## config.mk

```make
export PLATFORM = sky130hd
export DESIGN_NAME = hex_record_line_decoder
export DESIGN_NICKNAME = d
export VERILOG_FILES = /design/src/rtl/hrld_pkg.sv /design/src/rtl/hrld_parser.sv /design/src/rtl/hrld_out_fifo.sv /design/src/rtl/hex_record_line_decoder.sv
export SDC_FILE = /design/constraint.sdc
export NUM_CORES = 1
export LEC_CHECK = 0
export ABC_AREA = 1
export ABC_CLOCK_PERIOD_IN_PS = 3970
export BUFFER_PORTS_ARGS = -buffer_cell sky130_fd_sc_hd__buf_4
export CAP_MARGIN = 20
export CORE_MARGIN = 2
export CORE_UTILIZATION = 35
export DETAILED_ROUTE_END_ITERATION = 10
export GPL_TIMING_DRIVEN = 0
export HOLD_SLACK_MARGIN = 0.05
export SKIP_LAST_GASP = 1
export SYNTH_ARGS = -nofsm -noshare
export SYNTH_HDL_FRONTEND = slang
export SYNTH_HIERARCHICAL = 1
export SYNTH_SLANG_ARGS = --single-unit
```

## constraint.sdc

```tcl
create_clock -name aclk -period 3.97 [get_ports aclk]
set_input_delay 0.1985 -clock aclk [delete_from_list [all_inputs] [get_ports aclk]]
set_output_delay 0.1985 -clock aclk [all_outputs]
set_load 0.02 [all_outputs]
```

## src/rtl/hrld_pkg.sv

```systemverilog
// ----------------------------------------------------------------------------
// hrld_pkg
// Types, character codes and helpers shared by the hex record line decoder.
// ----------------------------------------------------------------------------
package hrld_pkg;

    localparam int MAX_LINE_BYTES_DEF = 16;
    localparam int ADDRESS_BITS_DEF   = 16;

    localparam int OUT_ADDR_W  = 16;
    localparam int OUT_COUNT_W = 5;

    localparam logic [7:0] CHAR_NUL   = 8'd0;
    localparam logic [7:0] CHAR_LF    = 8'd10;
    localparam logic [7:0] CHAR_CR    = 8'd13;
    localparam logic [7:0] CHAR_COLON = 8'h3A;
    localparam logic [7:0] CHAR_COMMA = 8'h2C;
    localparam logic [7:0] CHAR_ZERO  = 8'h30;
    localparam logic [7:0] CHAR_NINE  = 8'h39;
    localparam logic [7:0] CHAR_UC_A  = 8'h41;
    localparam logic [7:0] CHAR_UC_F  = 8'h46;
    localparam logic [7:0] CHAR_LC_A  = 8'h61;
    localparam logic [7:0] CHAR_LC_F  = 8'h66;
    localparam logic [7:0] HEX_TEN    = 8'd10;

    typedef enum logic [1:0] {
        PH_ADDR,
        PH_DATA,
        PH_CHECK,
        PH_IGNORE
    } phase_t;

    typedef enum logic [1:0] {
        ST_OK       = 2'd0,
        ST_NO_COLON = 2'd1,
        ST_MISMATCH = 2'd2
    } line_status_t;

    typedef struct packed {
        logic                   is_status;
        logic [OUT_ADDR_W-1:0]  byte_address;
        logic [7:0]             data_byte;
        logic [1:0]             line_status;
        logic [OUT_COUNT_W-1:0] byte_count;
        logic                   checksum_checked;
    } result_t;

    function automatic logic [3:0] hex_nibble(input logic [7:0] c);
        logic [7:0] v;
        v = 8'd0;
        if (c >= CHAR_ZERO && c <= CHAR_NINE) begin
            v = c - CHAR_ZERO;
        end else if (c >= CHAR_UC_A && c <= CHAR_UC_F) begin
            v = c - CHAR_UC_A + HEX_TEN;
        end else if (c >= CHAR_LC_A && c <= CHAR_LC_F) begin
            v = c - CHAR_LC_A + HEX_TEN;
        end
        return v[3:0];
    endfunction

    function automatic logic is_terminator(input logic [7:0] c);
        return (c == CHAR_CR) || (c == CHAR_LF) || (c == CHAR_NUL);
    endfunction

endpackage

```

## src/rtl/hrld_parser.sv

```systemverilog
// ----------------------------------------------------------------------------
// hrld_parser
// Per-character line parser: line state registers and result formation.
// ----------------------------------------------------------------------------
module hrld_parser
    import hrld_pkg::*;
#(
    parameter int MAX_LINE_BYTES = MAX_LINE_BYTES_DEF,
    parameter int ADDRESS_BITS   = ADDRESS_BITS_DEF
) (
    input  logic       aclk,
    input  logic       aresetn,
    input  logic       step,
    input  logic [7:0] char_code,
    output logic       res_valid,
    output result_t    res
);

    localparam int IDX_W = $clog2(MAX_LINE_BYTES + 1);

    phase_t                  phase_reg, phase_next;
    logic [ADDRESS_BITS-1:0] line_address_reg, line_address_next;
    logic [IDX_W-1:0]        byte_index_reg, byte_index_next;
    logic [3:0]              high_nibble_reg, high_nibble_next;
    logic                    nibble_pending_reg, nibble_pending_next;
    logic [7:0]              running_xor_reg, running_xor_next;
    logic [1:0]              check_seen_reg, check_seen_next;
    logic [7:0]              received_check_reg, received_check_next;
    logic                    line_nonempty_reg, line_nonempty_next;

    logic [3:0]              nib;
    logic [7:0]              pair_byte;
    logic [ADDRESS_BITS-1:0] data_addr;
    logic [31:0]             addr_ext;
    logic [31:0]             line_addr_ext;
    logic [31:0]             idx_ext;
    logic                    line_full;

    assign nib           = hex_nibble(char_code);
    assign pair_byte     = {high_nibble_reg, nib};
    assign data_addr     = line_address_reg + ADDRESS_BITS'(byte_index_reg);
    assign addr_ext      = 32'(data_addr);
    assign line_addr_ext = 32'(line_address_reg);
    assign idx_ext       = 32'(byte_index_reg);
    assign line_full     = idx_ext >= 32'(MAX_LINE_BYTES);

    always_comb begin
        phase_next          = phase_reg;
        line_address_next   = line_address_reg;
        byte_index_next     = byte_index_reg;
        high_nibble_next    = high_nibble_reg;
        nibble_pending_next = nibble_pending_reg;
        running_xor_next    = running_xor_reg;
        check_seen_next     = check_seen_reg;
        received_check_next = received_check_reg;
        line_nonempty_next  = line_nonempty_reg;
        res_valid           = 1'b0;
        res                 = '0;

        if (is_terminator(char_code)) begin
            res_valid            = line_nonempty_reg;
            res.is_status        = 1'b1;
            res.byte_address     = line_addr_ext[OUT_ADDR_W-1:0];
            if (phase_reg == PH_ADDR) begin
                res.line_status = ST_NO_COLON;
            end else begin
                res.byte_count = idx_ext[OUT_COUNT_W-1:0];
                if (check_seen_reg >= 2'd2) begin
                    res.checksum_checked = 1'b1;
                    if (received_check_reg != running_xor_reg) begin
                        res.line_status = ST_MISMATCH;
                    end
                end
            end
            phase_next          = PH_ADDR;
            line_address_next   = '0;
            byte_index_next     = '0;
            high_nibble_next    = '0;
            nibble_pending_next = 1'b0;
            running_xor_next    = '0;
            check_seen_next     = '0;
            received_check_next = '0;
            line_nonempty_next  = 1'b0;
        end else begin
            line_nonempty_next = 1'b1;
            unique case (phase_reg)
                PH_ADDR: begin
                    if (char_code == CHAR_COLON) begin
                        phase_next = PH_DATA;
                    end else begin
                        line_address_next = {line_address_reg[ADDRESS_BITS-5:0], nib};
                    end
                end
                PH_DATA: begin
                    if (!nibble_pending_reg) begin
                        if (char_code == CHAR_COMMA) begin
                            phase_next = PH_CHECK;
                        end else if (line_full) begin
                            phase_next = PH_IGNORE;
                        end else begin
                            high_nibble_next    = nib;
                            nibble_pending_next = 1'b1;
                        end
                    end else begin
                        nibble_pending_next = 1'b0;
                        running_xor_next    = running_xor_reg ^ pair_byte;
                        byte_index_next     = byte_index_reg + IDX_W'(1);
                        res_valid           = 1'b1;
                        res.byte_address    = addr_ext[OUT_ADDR_W-1:0];
                        res.data_byte       = pair_byte;
                    end
                end
                PH_CHECK: begin
                    if (check_seen_reg == 2'd0) begin
                        high_nibble_next = nib;
                        check_seen_next  = 2'd1;
                    end else if (check_seen_reg == 2'd1) begin
                        received_check_next = pair_byte;
                        check_seen_next     = 2'd2;
                    end
                end
                default: begin
                end
            endcase
        end
    end

    always_ff @(posedge aclk) begin
        if (!aresetn) begin
            phase_reg          <= PH_ADDR;
            line_address_reg   <= '0;
            byte_index_reg     <= '0;
            high_nibble_reg    <= '0;
            nibble_pending_reg <= 1'b0;
            running_xor_reg    <= '0;
            check_seen_reg     <= '0;
            received_check_reg <= '0;
            line_nonempty_reg  <= 1'b0;
        end else if (step) begin
            phase_reg          <= phase_next;
            line_address_reg   <= line_address_next;
            byte_index_reg     <= byte_index_next;
            high_nibble_reg    <= high_nibble_next;
            nibble_pending_reg <= nibble_pending_next;
            running_xor_reg    <= running_xor_next;
            check_seen_reg     <= check_seen_next;
            received_check_reg <= received_check_next;
            line_nonempty_reg  <= line_nonempty_next;
        end
    end

    a_index_bound: assert property (@(posedge aclk) disable iff (!aresetn)
        idx_ext <= 32'(MAX_LINE_BYTES))
        else $error("byte index past line limit");

    a_pending_only_in_data: assert property (@(posedge aclk) disable iff (!aresetn)
        nibble_pending_reg |-> phase_reg == PH_DATA)
        else $error("pending nibble outside data phase");

    a_data_not_full: assert property (@(posedge aclk) disable iff (!aresetn)
        step && res_valid && !res.is_status |-> !line_full)
        else $error("data word emitted on a full line");

endmodule

```

## src/rtl/hrld_out_fifo.sv

```systemverilog
// ----------------------------------------------------------------------------
// hrld_out_fifo
// Two-entry result buffer that decouples the parser from the receiver.
// ----------------------------------------------------------------------------
module hrld_out_fifo
    import hrld_pkg::*;
(
    input  logic    aclk,
    input  logic    aresetn,
    input  logic    wr_en,
    input  result_t wr_data,
    output logic    wr_ready,
    output logic    rd_valid,
    input  logic    rd_ready,
    output result_t rd_data
);

    result_t    mem_reg [2];
    logic       wr_ptr_reg;
    logic       rd_ptr_reg;
    logic [1:0] count_reg, count_next;
    logic       rd_en;

    assign wr_ready = count_reg != 2'd2;
    assign rd_valid = count_reg != 2'd0;
    assign rd_en    = rd_valid && rd_ready;
    assign rd_data  = mem_reg[rd_ptr_reg];

    always_comb begin
        count_next = count_reg;
        case ({wr_en, rd_en})
            2'b10:   count_next = count_reg + 2'd1;
            2'b01:   count_next = count_reg - 2'd1;
            default: count_next = count_reg;
        endcase
    end

    always_ff @(posedge aclk) begin
        if (wr_en) begin
            mem_reg[wr_ptr_reg] <= wr_data;
        end
    end

    always_ff @(posedge aclk) begin
        if (!aresetn) begin
            wr_ptr_reg <= 1'b0;
            rd_ptr_reg <= 1'b0;
            count_reg  <= 2'd0;
        end else begin
            if (wr_en) begin
                wr_ptr_reg <= !wr_ptr_reg;
            end
            if (rd_en) begin
                rd_ptr_reg <= !rd_ptr_reg;
            end
            count_reg <= count_next;
        end
    end

    a_count_bound: assert property (@(posedge aclk) disable iff (!aresetn)
        count_reg <= 2'd2)
        else $error("result buffer count out of range");

    a_no_overflow: assert property (@(posedge aclk) disable iff (!aresetn)
        wr_en |-> count_reg != 2'd2)
        else $error("write into full result buffer");

    a_ptr_match: assert property (@(posedge aclk) disable iff (!aresetn)
        (count_reg == 2'd0 || count_reg == 2'd2) |-> wr_ptr_reg == rd_ptr_reg)
        else $error("buffer pointers disagree with count");

endmodule

```

## src/rtl/hex_record_line_decoder.sv

```systemverilog
// ----------------------------------------------------------------------------
// hex_record_line_decoder
// Decodes ASCII lines of the form address:hexpairs,checksum, one character
// per word, into data byte words and end-of-line status words.
//
// s_ channel: one character per word in s_char_code (CR, LF or NUL ends a
// line). m_ channel: one result word with m_is_status telling a data byte
// from a line status; most characters give no result.
// A character is held in an input register, parsed once the result buffer
// has room, and its result, if any, is written into a two-entry result
// buffer whose oldest word is presented on m_. Throughput is one character
// per cycle while the buffer has room; the line state update is a single
// register-to-register pass through the parser.
// After reset the line state is cleared and the parser waits for an address.
// When the receiver stalls, results collect in the buffer; once it is full
// the parser holds and s_ready drops after the input register fills.
// ----------------------------------------------------------------------------
module hex_record_line_decoder
    import hrld_pkg::*;
#(
    parameter int MAX_LINE_BYTES = MAX_LINE_BYTES_DEF,
    parameter int ADDRESS_BITS   = ADDRESS_BITS_DEF
) (
    input  logic                   aclk,
    input  logic                   aresetn,
    input  logic                   s_valid,
    output logic                   s_ready,
    input  logic [7:0]             s_char_code,
    output logic                   m_valid,
    input  logic                   m_ready,
    output logic                   m_is_status,
    output logic [OUT_ADDR_W-1:0]  m_byte_address,
    output logic [7:0]             m_data_byte,
    output logic [1:0]             m_line_status,
    output logic [OUT_COUNT_W-1:0] m_byte_count,
    output logic                   m_checksum_checked
);

    logic       in_valid_reg;
    logic [7:0] char_reg;
    logic       step;
    logic       res_valid;
    result_t    res;
    logic       fifo_ready;
    result_t    out_word;

    assign step    = in_valid_reg && fifo_ready;
    assign s_ready = !in_valid_reg || step;

    always_ff @(posedge aclk) begin
        if (!aresetn) begin
            in_valid_reg <= 1'b0;
        end else if (s_ready) begin
            in_valid_reg <= s_valid;
        end
    end

    always_ff @(posedge aclk) begin
        if (s_valid && s_ready) begin
            char_reg <= s_char_code;
        end
    end

    hrld_parser #(
        .MAX_LINE_BYTES (MAX_LINE_BYTES),
        .ADDRESS_BITS   (ADDRESS_BITS)
    ) u_parser (
        .aclk      (aclk),
        .aresetn   (aresetn),
        .step      (step),
        .char_code (char_reg),
        .res_valid (res_valid),
        .res       (res)
    );

    hrld_out_fifo u_out_fifo (
        .aclk     (aclk),
        .aresetn  (aresetn),
        .wr_en    (step && res_valid),
        .wr_data  (res),
        .wr_ready (fifo_ready),
        .rd_valid (m_valid),
        .rd_ready (m_ready),
        .rd_data  (out_word)
    );

    assign m_is_status        = out_word.is_status;
    assign m_byte_address     = out_word.byte_address;
    assign m_data_byte        = out_word.data_byte;
    assign m_line_status      = out_word.line_status;
    assign m_byte_count       = out_word.byte_count;
    assign m_checksum_checked = out_word.checksum_checked;

endmodule

```

=== Word-level counts from Yosys, hierarchy flattened ===
Memories as Yosys holds them, arrays and structs flattened. A register that Yosys moved wholly into a read port is not among the register bits.
Cells that the tools add are included.

* Logic and storage cells: 142
* Memories kept: 1
* Output and inout bits: 35
* Memory bits (writable): 66
* Register bits: 60

{| class="wikitable"
|+ Memory list
! name !! depth !! bits a word !! rd ports !! clocked after Yosys merged registers in !! wr ports !! RTL line !! source
|-
| u_out_fifo.mem_reg || 2 || 33 || 1 || 1 || 1 || hrld_out_fifo.sv:18 || <nowiki>result_t mem_reg [2];</nowiki>
|}

* Add/subtract/negate cells: 9
* Reductions and logical operators: 33
* Bitwise operators: 1
* Equal/unequal tests: 19
* Muxes and demuxes: 57
* Magnitude comparators: 8

{| class="wikitable"
|+ Operator list
! kind !! number
|-
| $mux 8 || 9
|-
| $mux 16 || 4
|-
| $mux 24 || 2
|-
| $mux 4 || 8
|-
| $mux 2 || 12
|-
| $add 16x5->16 || 1
|-
| $eq 8x4->1 const B || 2
|-
| $eq 8x6->1 const B || 2
|-
| $ge 8x7->1 const B || 2
|-
| $le 8x7->1 const B || 2
|-
| $mux 1 || 15
|-
| $mux 5 || 3
|-
| $reduce_bool 2->1 || 7
|-
| $sub 4x1->4 const B || 3
|-
| $reduce_and 3->1 || 3
|-
| $reduce_bool 3->1 || 3
|-
| $add 4x4->4 const B || 2
|-
| $ge 8x6->1 const B || 1
|-
| $le 8x6->1 const B || 1
|-
| $logic_not 8->1 || 1
|-
| $ne 8x8->1 || 1
|-
| $pmux 2 s2 || 2
|-
| $pmux 4 s2 || 1
|-
| $xor 8x8->8 || 1
|-
| other kinds (22) || 39
|}

=== Depth between registers and ports, before layout ===
* Word-level depth: 10
* Gate-level depth with buffers: 18
* Gate-level depth less buffers: 16

=== Hierarchy ===
Netlist, hierarchy kept.

{| class="wikitable"
|+ By module, submodules not included
! module !! cells an instance !! seq. area each (sq um) !! times used !! area an instance (sq um)
|-
| hrld_parser || 483 || 940.9 || 1 || 3,164.3
|-
| hrld_out_fifo || 139 || 2,082.0 || 1 || 2,772.7
|-
| hex_record_line_decoder || 19 || 260.2 || 1 || 306.5
|}

=== Worst setup path before layout ===
OpenSTA, ideal clock, no wires.

* Path type: register -> register
* Start: reg char_reg[0]
* End: mem u_out_fifo/mem_reg[0][0] in the netlist's numbering, enable pin
* Slack: 0.492 ns
* Cell stages (with the launch flop): 13
* Setup time: 0.423 ns
* Arrival: 3.055 ns
* Data required time: 3.547 ns
* Path buffers: 2
* Cell sequence: edfxtp_1 -> inv_1 -> ha_1 -> nand3_2 -> nand3_2 -> nand2_2 -> buf_6 -> buf_4 -> o21ai_0 -> inv_1 -> nor2_1 -> inv_1 -> nor2_1

* Longest elaborated chain between the ends: 7
* Elaborated cells on any way between the ends: 9
* Those cells by class: 2 x eq/ne; 3 x mux; 4 x reduce/logical

{| class="wikitable"
|+ RTL lines
! what !! RTL line !! source
|-
| start: declaration || hex_record_line_decoder.sv:40 || <nowiki>logic [7:0] char_reg;</nowiki>
|-
| start signal: assignment || hex_record_line_decoder.sv:60 || <nowiki>char_reg <= s_char_code;</nowiki>
|-
| $eq 8x4->1 || hrld_pkg.sv:62 || <nowiki>return (c == CHAR_CR) || (c == CHAR_LF) || (c == CHAR_NUL);</nowiki>
|-
| $logic_or 1x1->1 || hrld_pkg.sv:62 ||
|-
| $logic_or 1x1->1 * || hrld_pkg.sv:62 ||
|-
| $mux 1 * || hrld_parser.sv:60 || <nowiki>if (is_terminator(char_code)) begin</nowiki>
|-
| net res_valid || hex_record_line_decoder.sv:42 || <nowiki>logic res_valid;</nowiki>
|-
| $logic_and 1x1->1 * || hex_record_line_decoder.sv:79 || <nowiki>.wr_en (step && res_valid),</nowiki>
|-
| $mux 1 * || hrld_out_fifo.sv:39 || <nowiki>if (wr_en) begin</nowiki>
|-
| $mux 1 (not written as such) * || hrld_out_fifo.sv:40 || <nowiki>mem_reg[wr_ptr_reg] <= wr_data;</nowiki>
|-
| end: declaration || hrld_out_fifo.sv:18 ||
|}

The timed path passes the listed nets; every way through them passes the cells marked *.

=== Worst setup path in the final report ===
* Start: reg char_reg[1]
* End: mem u_out_fifo/mem_reg[1][25] in the netlist's numbering, enable pin

The elaborated chain is that of the path after synthesis.

==> reports/results.ini <==
[critical_path]
r2r_cells=14
cp-end-kind=register
r2r-start=char_reg[1]$_DFFE_PP_
critPathLaunchType=register
path_class=reg2reg
crit_fanout=20
cp-startpoint=char_reg[1]$_DFFE_PP_
worstPathRequired_ns=4.08
crit_arrival_ns=3.09
crit_path_end=u_out_fifo/mem_reg[1][25]$_DFFE_PP_
ff2ff_setup_slack_ns=0.99
r2r_end=u_out_fifo/mem_reg[1][25]$_DFFE_PP_

[clocking]
cts_buffers=17
tritoncts=built
cts-root-buf=clkbuf_16
clkLatencyLatePin_ns=0.41
cts_resized=0
path_clk_slew_ns=0.05
ctsLongestPathBuffers=2
cts_sinks=127
ctsHtreeMaxLevel=4

[synthesis]
synth-seq-cells=127
synthCells=641
avgSynthCellArea_um2=9.74
synthArstFlopShare_pct=0
syn_area_um2=6240
synth-edff-count=74
syn-num-nets=667
ys_seq_area_share_pct=52.6
ys_warn_count=6
ys_dominant_reg_cell=edfxtp_1
ys_types=41

[grt]
grt_use_total_pct=14.4
grt_pass1_wl_um=20600
grt_start_max_net_pins=33
gr-total-overflow=0
antenna_found_initial=0
grt_pass1_vias=4203

[routing]
firstDrtPassIters=4
routed_wl_um=12700
drt_iter0_drc=297
drc=0
viasPerCell=4.67
vias=4456
antenna_left=0
post_drt_wl_per_cell_um=13.3

[power_and_ir_drop]
combPwrFrac_pct=3.1
clkPwrFrac_pct=51.4
leakagePower_nw=2.90
seqPwrFrac_pct=45.5
vdd_drop_max_mv=0.288
p_per_area_nw_per_um2=404
p_sw_mw=0.633
p_int_mw=2.45
swShare_pct=20.5

[placement]
dp_slack_ns=0.928
placed_area_um2=6930
portBuffers=46
gp_congestion=0.846
hpwlAfterDp_um=9270

[timing]
finClkSkew_ns=0.00712
worst_pin_slew_ns=0.697
period_minus_slack_ns=2.98
clock.fmax_mhz=335
worst_slack_ns=0.988
tns_ns=0
finalHoldViolCount=0
setup_viol=0
rsz0062_at_grt=no
slew_headroom_pct=53.5
fin_crit_sh_pct=75.1
maxSlewViolCount=0

[final_layout]
nets=743
antenna_cells=0
finish.instance_area_um2=7630
final_common_cell=nand2_1
syn_to_final_growth_pct=22.2
drive_above_1_share_pct=24.1
final_cell_mix=146 x nand2_1, 74 x edfxtp_1, 60 x nor2_1
largest_reg_flops=66
fillers=1624

[floorplanning]
die_area_um2=18900
die_y_um=138
io_pins=47
std_cell_rows=48
core_um2=17400
die_x_um=138
initial_utilization_pct=36.0

[job]
maxCapViolations=0

[hold_path]
hold_path_class=in2reg

[status]
status=finished clean

[cells by family after synthesis]
| logic type | after synthesis | share of synthesized area, % |
|---|---|---|
| xor gates and xnor gates | 13 | 1.82 |
| muxes | 33 | 7.76 |
| and+or+nand+nor | 284 | 20.5 |
| adders and majority gates | 14 | 2.93 |
| DFF | 127 | 52.6 |
| buffers and inverters | 86 | 6.91 |
| AOI/OAI and AO/OA | 84 | 7.50 |
[routing by layer]
metal	wire length, um	global-route usage, %	up-vias	part of all wire (%)
li1	-	-	2293	-
met1	6150	19.4	2051	49
met2	5820	22.2	97	46
met3	503	3.13	15	4.0
met4	187	6.13	0	1.5
met5	0	0	-	0
[critical path: stages, from the launching register on]
cell	delay (ns)
edfxtp_1	0.43
inv_1	0.11
ha_1	0.22
nand3_1	0.10
nand3_2	0.08
nand2_2	0.09
buf_6	0.16
nand2_4	0.07
buf_2	0.22
o21ai_0	0.12
inv_1	0.06
nor2_1	0.16
nand2_1	0.09
inv_1	0.50
buf_16	0.24
[how the worst min path moves through the flow]
stage	start	to	slack, ns	cells past startpoint
floorplan	s_char_code[0]	char_reg[0]$_DFFE_PP_	0.30	0
global placement	s_char_code[2]	char_reg[2]$_DFFE_PP_	0.38	1
detailed placement	s_char_code[2]	char_reg[2]$_DFFE_PP_	0.38	1
CTS	m_ready	u_out_fifo/rd_ptr_reg$_SDFFE_PN0P_	0.09	4
global route	aresetn	in_valid_reg$_SDFFE_PN0P_	0.09	3
finish	aresetn	in_valid_reg$_SDFFE_PN0P_	0.10	3
[power groups by stage]
stage | Clock [mW] | Sequential [mW] | Combinational, mW
after floorplan | 0 | 1.43 | 0.0605
after global placement | 0 | 1.43 | 0.0876
after detailed placement | 0 | 1.43 | 0.0885
after CTS | 1.62 | 1.40 | 0.0957
after global routing | 1.68 | 1.40 | 0.108
final | 1.58 | 1.40 | 0.0951
[synth_stat cells (all sizes together), types with 5 or more instances]
cell | n | share of area, %
mux2 | 33 | 7.8
ha | 13 | 2.6
buf | 16 | 2.7
nor3 | 15 | 1.3
nand4 | 6 | 0.60
inv | 64 | 3.8
xnor2 | 10 | 1.4
dfxtp | 53 | 17
nor2 | 68 | 4.8
o21ai | 23 | 2.0
a21oi | 51 | 4.4
nand2 | 159 | 10
nand3 | 31 | 2.8
edfxtp | 74 | 36
a31oi | 5 | 0.50
[repair_timing]
| item | 4_1_cts | 5_1_grt |
|---|---|---|
| endpoints found under the setup margin | 0 | 0 |
| endpoints found under the hold margin | 9 | 0 |
| setup buffers | 0 | 0 |
| hold buffers | 9 | 0 |
[layout make-up]
cell class	count	area [um^2]	area share [%]
well taps	225	282	3.69
flip-flops and latches	127	3280	43.0
multi-input cells	428	2540	33.2
plain buffers	20	183	2.39
repair buffers	57	483	6.33
clock buffers	19	453	5.94
inverters	66	249	3.26
clock inverters	13	163	2.13
[stage by stage]
step / utilization (%) / power (mW) / cells / hold WS (ns)
finish: 44.0 / 3.08 / 955 / 0.104
global route: 44.0 / 3.20 / 955 / 0.0919
CTS: 44.0 / 3.12 / 955 / 0.0875
detailed placement: 39.9 / 1.52 / 914 / 0.378
global placement: 39.6 / 1.52 / 912 / 0.377
floorplan: - / 1.49 / 641 / 0.297
No activity file was read; power rests on OpenSTA's default activity.
